File: src/lsrc_pkg.sv
// Package for the latency sample ring: sizes, codes and shared types.
// Used by lsrc_entry_store, the top level and the testbench; depends on nothing.
`default_nettype none
package lsrc_pkg;
   localparam int RING_DEPTH = 64;
   localparam int LOOKBACK = 8;
   localparam int ADDR_W = (RING_DEPTH > 1) ? $clog2(RING_DEPTH) : 1;
   localparam int CAP_W = $clog2(RING_DEPTH + 1);
   localparam int LB_W = $clog2(LOOKBACK + 1);
   localparam logic [6:0] RING_SIZE_RESET = 7'd64;
   localparam logic [15:0] CARRIED_MAX = 16'hFFFF;

   localparam logic [7:0] CSR_RING_SIZE = 8'd0;

   typedef enum logic [2:0] {
      MODE_CLEAR = 3'd0,
      MODE_INTAKE = 3'd1,
      MODE_TAKE = 3'd2,
      MODE_APPLY = 3'd3,
      MODE_REDRAW = 3'd4
   } mode_type;

   typedef enum logic [2:0] {
      ST_IDLE = 3'b001,
      ST_LOOK = 3'b010,
      ST_CHECK = 3'b100
   } state_type;

   typedef struct packed {
      logic [31:0] seq;
      logic [15:0] carried;
      logic applied;
      logic redrawn;
   } entry_type;

   localparam int ENTRY_W = $bits(entry_type);

   typedef struct packed {
      logic clear;
      logic [ADDR_W-1:0] rd_addr;
      logic we;
      logic [ADDR_W-1:0] wr_addr;
      entry_type wr_data;
   } store_req_type;
endpackage
`default_nettype wire

File: src/lsrc_ram.sv
// Generic single-port-write, single-port-read RAM with registered read.
// Stand-alone; has no dependencies.
`default_nettype none
module lsrc_ram #(
   parameter int WIDTH = 8,
   parameter int DEPTH = 16
) (
   input wire logic clock,
   input wire logic we,
   input wire logic [$clog2(DEPTH)-1:0] wr_addr,
   input wire logic [WIDTH-1:0] wr_data,
   input wire logic [$clog2(DEPTH)-1:0] rd_addr,
   output logic [WIDTH-1:0] rd_data
);
   logic [WIDTH-1:0] mem_ff [DEPTH];
   logic [WIDTH-1:0] rd_data_ff;

   always_ff @(posedge clock) begin
      if (we) begin
         mem_ff[wr_addr] <= wr_data;
      end
      rd_data_ff <= mem_ff[rd_addr];
   end

   assign rd_data = rd_data_ff;
endmodule
`default_nettype wire

File: src/lsrc_entry_store.sv
// Ring entry store: the entry RAM plus one valid bit per entry.
// An entry that is not valid reads as zero. Depends on lsrc_pkg and lsrc_ram.
`default_nettype none
module lsrc_entry_store (
   input wire logic clock,
   input wire logic reset,
   input wire lsrc_pkg::store_req_type req,
   output lsrc_pkg::entry_type rd_entry
);
   logic [lsrc_pkg::RING_DEPTH-1:0] valid_ff;
   logic [lsrc_pkg::RING_DEPTH-1:0] valid_in;
   logic rd_valid_ff;
   logic [lsrc_pkg::ENTRY_W-1:0] raw;

   lsrc_ram #(
      .WIDTH(lsrc_pkg::ENTRY_W),
      .DEPTH(lsrc_pkg::RING_DEPTH)
   ) u_ram (
      .clock(clock),
      .we(req.we),
      .wr_addr(req.wr_addr),
      .wr_data(req.wr_data),
      .rd_addr(req.rd_addr),
      .rd_data(raw)
   );

   always_comb begin
      valid_in = valid_ff;
      if (req.clear) begin
         valid_in = '0;
      end else if (req.we) begin
         valid_in[req.wr_addr] = 1'b1;
      end
   end

   always_ff @(posedge clock) begin
      if (reset) begin
         valid_ff <= '0;
         rd_valid_ff <= 1'b0;
      end else begin
         valid_ff <= valid_in;
         rd_valid_ff <= valid_ff[req.rd_addr] & ~req.clear;
      end
   end

   assign rd_entry = rd_valid_ff ? lsrc_pkg::entry_type'(raw) : '0;
endmodule
`default_nettype wire

File: src/latency_sample_ring_coalescer.sv
// Top level of the latency sample ring: command sequencer, mailbox and counters.
// Depends on lsrc_pkg and lsrc_entry_store.
//
// Clear, take and unused modes answer in the cycle after start. Intake and apply
// read one ring entry through the LOOK and CHECK states and then answer. Redraw
// reads up to LOOKBACK entries, each through LOOK and CHECK on the single read
// port of the entry RAM. Busy is high while a request is in work. Each response
// is shown for one cycle with rsp_valid high; the receiver cannot stall it.
`default_nettype none
module latency_sample_ring_coalescer (
   input wire logic clock,
   input wire logic reset,
   input wire logic start,
   output logic busy,
   input wire logic [2:0] req_mode,
   input wire logic [31:0] req_cmd_seq,
   input wire logic [15:0] req_cmd_h,
   input wire logic [15:0] req_cmd_v,
   input wire logic [7:0] req_cmd_op,
   input wire logic [31:0] req_cmd_arg,
   input wire logic [31:0] req_time_now,
   input wire logic [5:0] req_slot,
   input wire logic csr_valid,
   output logic csr_ready,
   input wire logic [7:0] csr_index,
   input wire logic [7:0] csr_wdata,
   output logic rsp_valid,
   output logic [5:0] rsp_slot_used,
   output logic rsp_took,
   output logic [31:0] rsp_box_seq,
   output logic [31:0] rsp_box_arrival,
   output logic [15:0] rsp_box_h,
   output logic [15:0] rsp_box_v,
   output logic [7:0] rsp_box_op,
   output logic [31:0] rsp_box_arg,
   output logic [5:0] rsp_box_slot,
   output logic [4:0] rsp_events
);
   localparam int AW = lsrc_pkg::ADDR_W;
   localparam int CW = lsrc_pkg::CAP_W;
   localparam int LW = lsrc_pkg::LB_W;

   lsrc_pkg::state_type state_ff, state_in;
   lsrc_pkg::mode_type mode_ff, mode_in;
   lsrc_pkg::store_req_type sreq;
   lsrc_pkg::entry_type rd_entry;

   logic [6:0] ring_size_ff, ring_size_in;
   logic [AW-1:0] wpos_ff, wpos_in;
   logic [CW-1:0] fill_ff, fill_in;
   logic [31:0] high_seq_ff, high_seq_in;
   logic mb_pending_ff, mb_pending_in;
   logic [31:0] mb_seq_ff, mb_seq_in, mb_arrival_ff, mb_arrival_in, mb_arg_ff, mb_arg_in;
   logic [15:0] mb_h_ff, mb_h_in, mb_v_ff, mb_v_in;
   logic [7:0] mb_op_ff, mb_op_in;
   logic [AW-1:0] mb_slot_ff, mb_slot_in;

   logic [31:0] seq_ff, seq_in, now_ff, now_in, arg_ff, arg_in;
   logic [15:0] h_ff, h_in, v_ff, v_in;
   logic [7:0] op_ff, op_in;
   logic [AW-1:0] addr_ff, addr_in, idx_ff, idx_in;
   logic slot_ok_ff, slot_ok_in;
   logic [LW-1:0] step_ff, step_in;
   logic [4:0] ev_ff, ev_in;

   logic rsp_valid_ff, rsp_valid_in, took_ff, took_in;
   logic [5:0] slot_used_ff, slot_used_in, box_slot_ff, box_slot_in;
   logic [31:0] box_seq_ff, box_seq_in, box_arrival_ff, box_arrival_in;
   logic [31:0] box_arg_ff, box_arg_in;
   logic [15:0] box_h_ff, box_h_in, box_v_ff, box_v_in;
   logic [7:0] box_op_ff, box_op_in;
   logic [4:0] events_ff, events_in;

   logic [CW-1:0] cap;
   logic [AW-1:0] pos;
   logic [AW-1:0] last_addr;
   logic [AW-1:0] prev_addr;
   logic [15:0] carried;
   logic accept;

   lsrc_entry_store u_store (
      .clock(clock),
      .reset(reset),
      .req(sreq),
      .rd_entry(rd_entry)
   );

   always_comb begin
      if (ring_size_ff == 7'd0) begin
         cap = CW'(1);
      end else if (32'(ring_size_ff) > 32'(lsrc_pkg::RING_DEPTH)) begin
         cap = CW'(lsrc_pkg::RING_DEPTH);
      end else begin
         cap = CW'(ring_size_ff);
      end
      pos = (CW'(wpos_ff) < cap) ? wpos_ff : '0;
      last_addr = AW'(cap - CW'(1));
      prev_addr = (addr_ff == '0) ? last_addr : addr_ff - AW'(1);
      if (rd_entry.seq == mb_seq_ff) begin
         carried = (rd_entry.carried == lsrc_pkg::CARRIED_MAX) ?
                   lsrc_pkg::CARRIED_MAX : rd_entry.carried + 16'd1;
      end else begin
         carried = 16'd1;
      end
   end

   assign accept = start & ~busy;
   assign busy = (state_ff != lsrc_pkg::ST_IDLE);
   assign csr_ready = 1'b1;
   assign ring_size_in = (csr_valid && csr_index == lsrc_pkg::CSR_RING_SIZE) ?
                         csr_wdata[6:0] : ring_size_ff;

   always_comb begin
      state_in = state_ff;
      mode_in = mode_ff;
      wpos_in = wpos_ff;
      fill_in = fill_ff;
      high_seq_in = high_seq_ff;
      mb_pending_in = mb_pending_ff;
      mb_seq_in = mb_seq_ff;
      mb_arrival_in = mb_arrival_ff;
      mb_h_in = mb_h_ff;
      mb_v_in = mb_v_ff;
      mb_op_in = mb_op_ff;
      mb_arg_in = mb_arg_ff;
      mb_slot_in = mb_slot_ff;
      seq_in = seq_ff;
      now_in = now_ff;
      arg_in = arg_ff;
      h_in = h_ff;
      v_in = v_ff;
      op_in = op_ff;
      addr_in = addr_ff;
      idx_in = idx_ff;
      slot_ok_in = slot_ok_ff;
      step_in = step_ff;
      ev_in = ev_ff;
      rsp_valid_in = 1'b0;
      took_in = 1'b0;
      slot_used_in = '0;
      box_seq_in = '0;
      box_arrival_in = '0;
      box_h_in = '0;
      box_v_in = '0;
      box_op_in = '0;
      box_arg_in = '0;
      box_slot_in = '0;
      events_in = '0;
      sreq = '0;
      sreq.rd_addr = addr_ff;

      unique case (state_ff)
         lsrc_pkg::ST_IDLE: begin
            if (accept) begin
               mode_in = lsrc_pkg::mode_type'(req_mode);
               seq_in = req_cmd_seq;
               now_in = req_time_now;
               arg_in = req_cmd_arg;
               h_in = req_cmd_h;
               v_in = req_cmd_v;
               op_in = req_cmd_op;
               ev_in = '0;
               step_in = LW'(1);
               case (req_mode)
                  lsrc_pkg::MODE_CLEAR: begin
                     sreq.clear = 1'b1;
                     wpos_in = '0;
                     fill_in = '0;
                     high_seq_in = '0;
                     mb_pending_in = 1'b0;
                     mb_seq_in = '0;
                     mb_arrival_in = '0;
                     mb_h_in = '0;
                     mb_v_in = '0;
                     mb_op_in = '0;
                     mb_arg_in = '0;
                     mb_slot_in = '0;
                     rsp_valid_in = 1'b1;
                  end
                  lsrc_pkg::MODE_INTAKE: begin
                     idx_in = pos;
                     wpos_in = (CW'(pos) + CW'(1) == cap) ? '0 : pos + AW'(1);
                     if (fill_ff >= cap) begin
                        ev_in[1] = 1'b1;
                     end else begin
                        fill_in = fill_ff + CW'(1);
                     end
                     ev_in[0] = mb_pending_ff;
                     addr_in = mb_slot_ff;
                     state_in = lsrc_pkg::ST_LOOK;
                  end
                  lsrc_pkg::MODE_TAKE: begin
                     rsp_valid_in = 1'b1;
                     if (mb_pending_ff) begin
                        took_in = 1'b1;
                        box_seq_in = mb_seq_ff;
                        box_arrival_in = mb_arrival_ff;
                        box_h_in = mb_h_ff;
                        box_v_in = mb_v_ff;
                        box_op_in = mb_op_ff;
                        box_arg_in = mb_arg_ff;
                        box_slot_in = 6'(mb_slot_ff);
                        mb_pending_in = 1'b0;
                     end
                  end
                  lsrc_pkg::MODE_APPLY: begin
                     if (req_cmd_seq < high_seq_ff) begin
                        ev_in[2] = 1'b1;
                     end else begin
                        high_seq_in = req_cmd_seq;
                     end
                     slot_ok_in = (32'(req_slot) < 32'(lsrc_pkg::RING_DEPTH));
                     addr_in = AW'(req_slot);
                     state_in = lsrc_pkg::ST_LOOK;
                  end
                  lsrc_pkg::MODE_REDRAW: begin
                     addr_in = (pos == '0) ? last_addr : pos - AW'(1);
                     state_in = lsrc_pkg::ST_LOOK;
                  end
                  default: begin
                     rsp_valid_in = 1'b1;
                  end
               endcase
            end
         end
         lsrc_pkg::ST_LOOK: begin
            state_in = lsrc_pkg::ST_CHECK;
         end
         lsrc_pkg::ST_CHECK: begin
            state_in = lsrc_pkg::ST_IDLE;
            rsp_valid_in = 1'b1;
            events_in = ev_ff;
            case (mode_ff)
               lsrc_pkg::MODE_INTAKE: begin
                  sreq.we = 1'b1;
                  sreq.wr_addr = idx_ff;
                  sreq.wr_data.seq = seq_ff;
                  sreq.wr_data.carried = mb_pending_ff ? carried : 16'd0;
                  sreq.wr_data.applied = 1'b0;
                  sreq.wr_data.redrawn = 1'b0;
                  mb_pending_in = 1'b1;
                  mb_seq_in = seq_ff;
                  mb_arrival_in = now_ff;
                  mb_h_in = h_ff;
                  mb_v_in = v_ff;
                  mb_op_in = op_ff;
                  mb_arg_in = arg_ff;
                  mb_slot_in = idx_ff;
                  slot_used_in = 6'(idx_ff);
               end
               lsrc_pkg::MODE_APPLY: begin
                  if (slot_ok_ff && rd_entry.seq == seq_ff) begin
                     sreq.we = 1'b1;
                     sreq.wr_addr = addr_ff;
                     sreq.wr_data = rd_entry;
                     sreq.wr_data.applied = 1'b1;
                     events_in[3] = 1'b1;
                  end
               end
               default: begin
                  if (!rd_entry.redrawn && rd_entry.applied) begin
                     sreq.we = 1'b1;
                     sreq.wr_addr = addr_ff;
                     sreq.wr_data = rd_entry;
                     sreq.wr_data.redrawn = 1'b1;
                     events_in[4] = 1'b1;
                  end else if (!rd_entry.redrawn && 32'(step_ff) < 32'(lsrc_pkg::LOOKBACK)
                               && 32'(step_ff) < 32'(cap)) begin
                     rsp_valid_in = 1'b0;
                     events_in = '0;
                     step_in = step_ff + LW'(1);
                     addr_in = prev_addr;
                     state_in = lsrc_pkg::ST_LOOK;
                  end
               end
            endcase
         end
         default: begin
            state_in = lsrc_pkg::ST_IDLE;
         end
      endcase
   end

   always_ff @(posedge clock) begin
      if (reset) begin
         state_ff <= lsrc_pkg::ST_IDLE;
         mode_ff <= lsrc_pkg::MODE_CLEAR;
         ring_size_ff <= lsrc_pkg::RING_SIZE_RESET;
         wpos_ff <= '0;
         fill_ff <= '0;
         high_seq_ff <= '0;
         mb_pending_ff <= 1'b0;
         mb_seq_ff <= '0;
         mb_arrival_ff <= '0;
         mb_h_ff <= '0;
         mb_v_ff <= '0;
         mb_op_ff <= '0;
         mb_arg_ff <= '0;
         mb_slot_ff <= '0;
         rsp_valid_ff <= 1'b0;
      end else begin
         state_ff <= state_in;
         mode_ff <= mode_in;
         ring_size_ff <= ring_size_in;
         wpos_ff <= wpos_in;
         fill_ff <= fill_in;
         high_seq_ff <= high_seq_in;
         mb_pending_ff <= mb_pending_in;
         mb_seq_ff <= mb_seq_in;
         mb_arrival_ff <= mb_arrival_in;
         mb_h_ff <= mb_h_in;
         mb_v_ff <= mb_v_in;
         mb_op_ff <= mb_op_in;
         mb_arg_ff <= mb_arg_in;
         mb_slot_ff <= mb_slot_in;
         rsp_valid_ff <= rsp_valid_in;
      end
   end

   always_ff @(posedge clock) begin
      seq_ff <= seq_in;
      now_ff <= now_in;
      arg_ff <= arg_in;
      h_ff <= h_in;
      v_ff <= v_in;
      op_ff <= op_in;
      addr_ff <= addr_in;
      idx_ff <= idx_in;
      slot_ok_ff <= slot_ok_in;
      step_ff <= step_in;
      ev_ff <= ev_in;
      took_ff <= took_in;
      slot_used_ff <= slot_used_in;
      box_seq_ff <= box_seq_in;
      box_arrival_ff <= box_arrival_in;
      box_h_ff <= box_h_in;
      box_v_ff <= box_v_in;
      box_op_ff <= box_op_in;
      box_arg_ff <= box_arg_in;
      box_slot_ff <= box_slot_in;
      events_ff <= events_in;
   end

   assign rsp_valid = rsp_valid_ff;
   assign rsp_slot_used = slot_used_ff;
   assign rsp_took = took_ff;
   assign rsp_box_seq = box_seq_ff;
   assign rsp_box_arrival = box_arrival_ff;
   assign rsp_box_h = box_h_ff;
   assign rsp_box_v = box_v_ff;
   assign rsp_box_op = box_op_ff;
   assign rsp_box_arg = box_arg_ff;
   assign rsp_box_slot = box_slot_ff;
   assign rsp_events = events_ff;
endmodule
`default_nettype wire

File: config.mk
export PLATFORM = sky130hd
export DESIGN_NAME = latency_sample_ring_coalescer
export DESIGN_NICKNAME = d
export VERILOG_FILES = /design/src/lsrc_pkg.sv /design/src/lsrc_ram.sv /design/src/lsrc_entry_store.sv /design/src/latency_sample_ring_coalescer.sv
export SDC_FILE = /design/constraint.sdc
export NUM_CORES = 2
export LEC_CHECK = 0
export BUFFER_PORTS_ARGS = -buffer_cell sky130_fd_sc_hd__buf_2
export CORE_UTILIZATION = 30
export DETAILED_ROUTE_END_ITERATION = 6
export PLACE_DENSITY = 0.44
export SETUP_SLACK_MARGIN = 0.15
export SLEW_MARGIN = 30
export SYNTH_ARGS = -nofsm -noshare
export SYNTH_HDL_FRONTEND = slang
export SYNTH_SLANG_ARGS = --single-unit
File: constraint.sdc
create_clock -name clock -period 5.1 [get_ports clock]
set_clock_uncertainty 0.2 [all_clocks]
set_input_delay 0.765 -clock clock [delete_from_list [all_inputs] [get_ports clock]]
set_output_delay 0.765 -clock clock [all_outputs]
set_load 0.02 [all_outputs]
[Word-level counts from Yosys, hierarchy flattened]
Memories as Yosys holds them, arrays and structs flattened. A register that Yosys moved wholly into a read port is not among the register bits.
Cells that the tools add are included.
Operators by class
  add/sub/neg operators: 8
  $lt $le $gt $ge: 9
  eq/ne operators: 25
  muxes and demuxes: 86
  bitwise operators: 6
  reductions and logical operators: 32
Operator list (count)
  32-bit one-hot mux with 2 select lines: 4
  32-bit 2-to-1 mux: 6
  57-bit 2-to-1 mux: 3
  57-bit one-hot mux with 2 select lines: 1
  16-bit 2-to-1 mux: 7
  6-bit 2-to-1 mux: 11
  32-bit == test: 2
  64-bit bitwise OR: 1
  16-bit one-hot mux with 2 select lines: 2
  50-bit 2-to-1 mux: 1
  6-bit one-hot mux with 2 select lines: 3
  32-bit less-than comparator: 1
  8-bit 2-to-1 mux: 3
  7-bit 2-to-1 mux: 3
  1-bit 2-to-1 mux: 20
  4-bit 2-to-1 mux: 5
  4-bit AND reduction: 5
  2-bit != test, second input constant: 9
  6-bit one-hot mux with 3 select lines: 1
  6-bit by 1-bit subtractor with 6-bit output, second input constant: 3
  16-bit by 1-bit adder with 16-bit output, second input constant: 1
  16-bit == test, second input constant: 1
  8-bit one-hot mux with 2 select lines: 1
  6-bit by 7-bit less-than comparator with 1-bit output, second input constant: 2
  40 further kinds: 70
Storage, ports and cells
  bits in registers: 576
  bits in writable memories: 3200
  input bits: 165
  output and inout port bits: 157
  word-level logic and storage cells: 206
  memories: 1
Memory list
  u_store.u_ram.mem_ff: words 64, width 50, read ports 1, clocked after Yosys merged registers in 1, wr ports 1, line lsrc_ram.sv:15  | logic [WIDTH-1:0] mem_ff [DEPTH];

[Logic depth before layout (Yosys ltp)]
  depth after elaboration: 12
  mapped depth: 21
  gate-level depth less buffers: 19

[By module]
Synthesis repeated with hierarchy kept, for this count alone.
Unflattened totals
  cells, all modules: 7366
  area total of the unflattened synthesis: 145703.5 sq um
By module, submodules not included
  lsrc_ram: instances 1, cells an instance 5086, area an instance 122361.1 sq um, sequential area each 97093.1 sq um
  latency_sample_ring_coalescer: instances 1, cells an instance 1949, area an instance 20358.3 sq um, sequential area each 11781.3 sq um
  lsrc_entry_store: instances 1, cells an instance 331, area an instance 2984.1 sq um, sequential area each 1301.2 sq um

[Worst setup path before layout]
Ideal clock, no wire load.
  kind: register to register
  start: register state_ff[0]
  end: register wpos_ff[3]
  library setup time: 74 ps
  data arrival time: 5284 ps
  required time: 4826 ps
  setup slack: -458 ps
  cell stages (with the launch flop): 11
  period minus slack after synthesis: 5558 ps
  path through: dfxtp_1 > or3b_2 > clkbuf_1 > inv_1 > nand2_1 > clkbuf_1 > inv_1 > nand2_1 > nor3_1 > nand3_1 > a31oi_1
Between the ends
  longest elaborated chain between the ends: 4
Ends and longest elaborated chain
  start, declared: line latency_sample_ring_coalescer.sv:43  | lsrc_pkg::state_type state_ff, state_in;
  start signal, assigned: line latency_sample_ring_coalescer.sv:286  | state_ff <= lsrc_pkg::ST_IDLE;
  start signal, assigned: line latency_sample_ring_coalescer.sv:302  | state_ff <= state_in;
  3-bit by 1-bit != test with 1-bit output: line latency_sample_ring_coalescer.sv:108  | assign busy = (state_ff != lsrc_pkg::ST_IDLE);
  via busy: line latency_sample_ring_coalescer.sv:14  | output logic busy,
  1-bit NOT: line latency_sample_ring_coalescer.sv:107  | assign accept = start & ~busy;
  1-bit bitwise AND: line latency_sample_ring_coalescer.sv:107
  3-bit AND reduction (no line)
  end signal, assigned: line latency_sample_ring_coalescer.sv:305  | wpos_ff <= wpos_in;
  end, declared: line latency_sample_ring_coalescer.sv:49  | logic [AW-1:0] wpos_ff, wpos_in;
The timed path passes the listed nets, and every way through them passes these cells.
A chain may end at the register's enable or synchronous reset.

[Worst setup path after layout]
  start: register seq_ff[11]
  end: memory u_store.u_ram.mem_ff[2][21] in the netlist's numbering, enable pin
Between the ends
  longest elaborated chain between the ends: 6
Ends and longest elaborated chain
  start, declared: line latency_sample_ring_coalescer.sv:58  | logic [31:0] seq_ff, seq_in, now_ff, now_in, arg_ff, arg_in;
  start signal, assigned: line latency_sample_ring_coalescer.sv:321  | seq_ff <= seq_in;
  32-bit == test *: line latency_sample_ring_coalescer.sv:252  | if (slot_ok_ff && rd_entry.seq == seq_ff) begin
  57-bit 2-to-1 mux *: line latency_sample_ring_coalescer.sv:252
  57-bit one-hot mux with 2 select lines *: line latency_sample_ring_coalescer.sv:233  | case (mode_ff)
  57-bit 2-to-1 mux *: line latency_sample_ring_coalescer.sv:152  | unique case (state_ff)
  1-bit 2-to-1 mux: line lsrc_ram.sv:19  | if (we) begin
  1-bit 2-to-1 mux (not written as such): line lsrc_ram.sv:20  | mem_ff[wr_addr] <= wr_data;
  end, declared: line lsrc_ram.sv:15
Every way passes the cells marked *; elsewhere a longest branch is shown, timed or not.

==> impl_metrics.toml <==
[route]
wl_per_cell_um = 26.5
dr.first_iter.drc_count = 4191
drt_first_pass_iters = 7
drt_wl_total_mm = 289
drc = 0
vias = 53600
avgViaCountPerCell = 4.92
postRouteAntennaNets = 0

[layout]
largest-register = "u_store.u_ram.mem_ff"
stdcell_area_sq_um = 127000
largest_register_ffs = 2176
area_growth_pct = 21.0
layout-drive-gt1-share_pct = 29.8
finalCoreUtilization_pct = 36.5
finalNetCount = 6252

[setup_path]
worstPathArrival_ns = 5.01
crit_path_start = "seq_ff[11]$_DFFE_PP_"
cpMostUsedCell = "or4_4"
end_kind = "flip-flop"
startpoint_type = "flip-flop"
critPathKind = "flip-flop to flip-flop"
path_delay_family = "simple AND/OR/NAND/NOR gates"
critical_path.max_fanout = 28
required_ns = 5.46
slowest_stage = "or4b_4"
path_buf_inv = 2
crit_chain = "nor2b_1, a2111oi_0, buf_4, nand4_1, or4_4, or4_4, o31ai_4, or4b_4, nor2_4, buf_12"
slowest_delay_ns = 0.72
timing.rr.start = "seq_ff[11]$_DFFE_PP_"

[sta]
finalSetupViolCount = 0
finalHoldViolCount = 0
maxSlewViolCount = 0
tns_ns = 0
rsz0062_at_grt = "no"
maxSlewHeadroom_pct = 38.1
fin_crit_sh_pct = 91.2
fin_crit_ns = 4.65
fmax_mhz = 215
worst_pin_slew_ns = 0.929
fin_ws_ns = 0.446
whs_ns = 0.113

[place]
globalplace.congestion = 0.786
port-buffer-count = 319
dp_hpwl_mm = 176
dp_slack_ns = 0.169
detailed_place.area_sq_um = 116000

[grt]
grt_pass1_wl_mm = 417
grt_start_max_net_pins = 145
antenna_found_initial = 27
grt-ovfl-total = 0
grt_pass1_vias = 55700
track_usage_pct = 16.1

[die]
fp.coreArea_sq_um = 349000
die_w_um = 595
die_height_um = 595
rows = 217
dieArea_sq_um = 354000
io_pins = 322
initial_utilization_pct = 30.1

[logic_synthesis]
synth_seq_cells = 2786
synthFlopType = "edfxtp_1"
yosysUniqueCellTypes = 76
synthCells = 5303
synth_area_sq_um = 105000
syn_area_per_cell_sq_um = 19.9
yosys-top-cells-area = "edfxtp_1, mux4_2, dfxtp_1"
yosysWarnings = 0
async_flop_share_pct = 0
synth_fp_nets = 5522
ys_seq_area_share_pct = 75.1
synth.largest_area_cell = "edfxtp_1"
synth_edf_count = 2331
yosys.area.top_type_share_pct = 66.4

[pwr]
ir_drop_mv = 0.253
power_density_nw_per_um2 = 379
p_leak_nw = 46.5

[hold_path]
holdCritStartpoint = "reset"
hold_path.class = "input port to flip-flop"

[clock_network]
clk_pin_slew_ns = 0.06
cts_tree = "yes"
htree_levels = 5
clk_latency_ns = 0.91
ctsRootBufferMaster = "clkbuf_16"
clockBufferDepth = 4
cts-buffers-inserted = 317
clkSinkCount = 2786

[run_status]
status = "finished, final reports clean"

[job]
max-cap-violations = 0
[Yosys cell counts, types with 12 or more instances]
library cell,n
mux2i_1,13
a22oi_1,36
and2_1,157
o21a_1,50
nand2b_1,45
xnor2_1,20
clkbuf_1,236
a22o_1,23
ha_1,54
nand4_1,12
inv_1,59
nor2_1,161
edfxtp_1,2331
mux4_2,735
nor4_1,14
dfxtp_1,455
a21o_1,15
nand2_1,197
nand3_1,193
buf_1,57
nor3_1,19
o21ai_0,35
nor2b_1,15
a21oi_1,212
[timing repair]
| item | CTS | global route |
|---|---|---|
| hold buffers | 146 | 0 |
| setup buffers | 0 | 2 |
| hold endpoints to repair | 176 | 0 |
| endpoints found under the setup margin | 0 | 24 |
| gates resized for setup | 0 | 2 |
[final timing paths]
| kind | cells after the start | endpoint | slack [ns] |
|---|---|---|---|
| worst max-delay path | 10 | u_store.u_ram.mem_ff[2][21]$_DFFE_PP_ | 0.45 |
| worst min-delay path | 2 | ring_size_ff[3]$_SDFFE_PP0P_ | 0.11 |
| worst max register to register | 10 | u_store.u_ram.mem_ff[2][21]$_DFFE_PP_ | 0.45 |
| worst min register to register | 2 | mb_v_ff[9]$_SDFFE_PP0P_ | 0.24 |
[cells in the final DEF, fill, tap and decap left out, types with 54 or more instances in the layout]
cell type	n
buf_12	116
clkbuf_16	327
edfxtp_1	2331
and2_1	157
nor2_4	90
nand3_1	193
inv_1	57
a21oi_1	210
nand2_1	197
buf_4	131
mux4_2	735
buf_2	318
ha_1	54
dfxtp_1	455
clkbuf_1	75
nor2_1	70
clkinv_1	56
dlygate4sd3_1	146
[power by group]
group	internal (mW)	total (mW)	switching, mW
clock	13.5	22.7	9.20
sequential	24.5	24.5	0.0680
combinational	0.449	1.11	0.663
[logic make-up (layout without fill, tap and decap cells)]
group | after synthesis | in the layout | synth area share, %
mux | 748 | 748 | 15.8
buf+inv | 367 | 1347 | 1.33
flops | 2786 | 2786 | 75.1
other cells | 1 | 16 | 0.00356
fa+ha+maj | 54 | 54 | 0.641
compound gates | 453 | 453 | 2.71
xor+xnor | 31 | 31 | 0.284
simple gates | 863 | 863 | 4.11
[per-stage QoR]
step	cells	total power [mW]
5_1_grt	10900	49.9
3_3_place_gp	10200	26.0
2_1_floorplan	5303	25.6
4_1_cts	10900	49.0
3_5_place_dp	10200	26.0
6_report	10900	48.3
[area by class of cell]
| type | instances | area (sq um) |
|---|---|---|
| timing repair buffer | 714 | 6390 |
| multi-input combinational | 2150 | 25600 |
| tap | 4599 | 5750 |
| antenna | 15 | 37.5 |
| clock buffer | 425 | 8780 |
| inverter | 64 | 253 |
| sequential | 2786 | 79100 |
| clock inverter | 144 | 1530 |
| fill | 32200 | 222000 |
[worst register-to-register path: cells and delay by family (launching register included)]
| kind | cells | cell delay [ns] |
|---|---|---|
| AO/OA/AOI/OAI | 2 | 0.71 |
| buffers and inverters | 2 | 0.45 |
| flip-flops | 1 | 0.47 |
| AND/OR/NAND/NOR | 6 | 2.44 |
[layer usage]
metal  vias up  track usage [%]  wire, um
met4         6             3.40      5320
met2      1302             26.4    138000
met1     28900             22.8    132000
met3       373             2.38     13300
li1      23000                -         -
met5         -                0        40
Power figures use the tool's default switching activity.
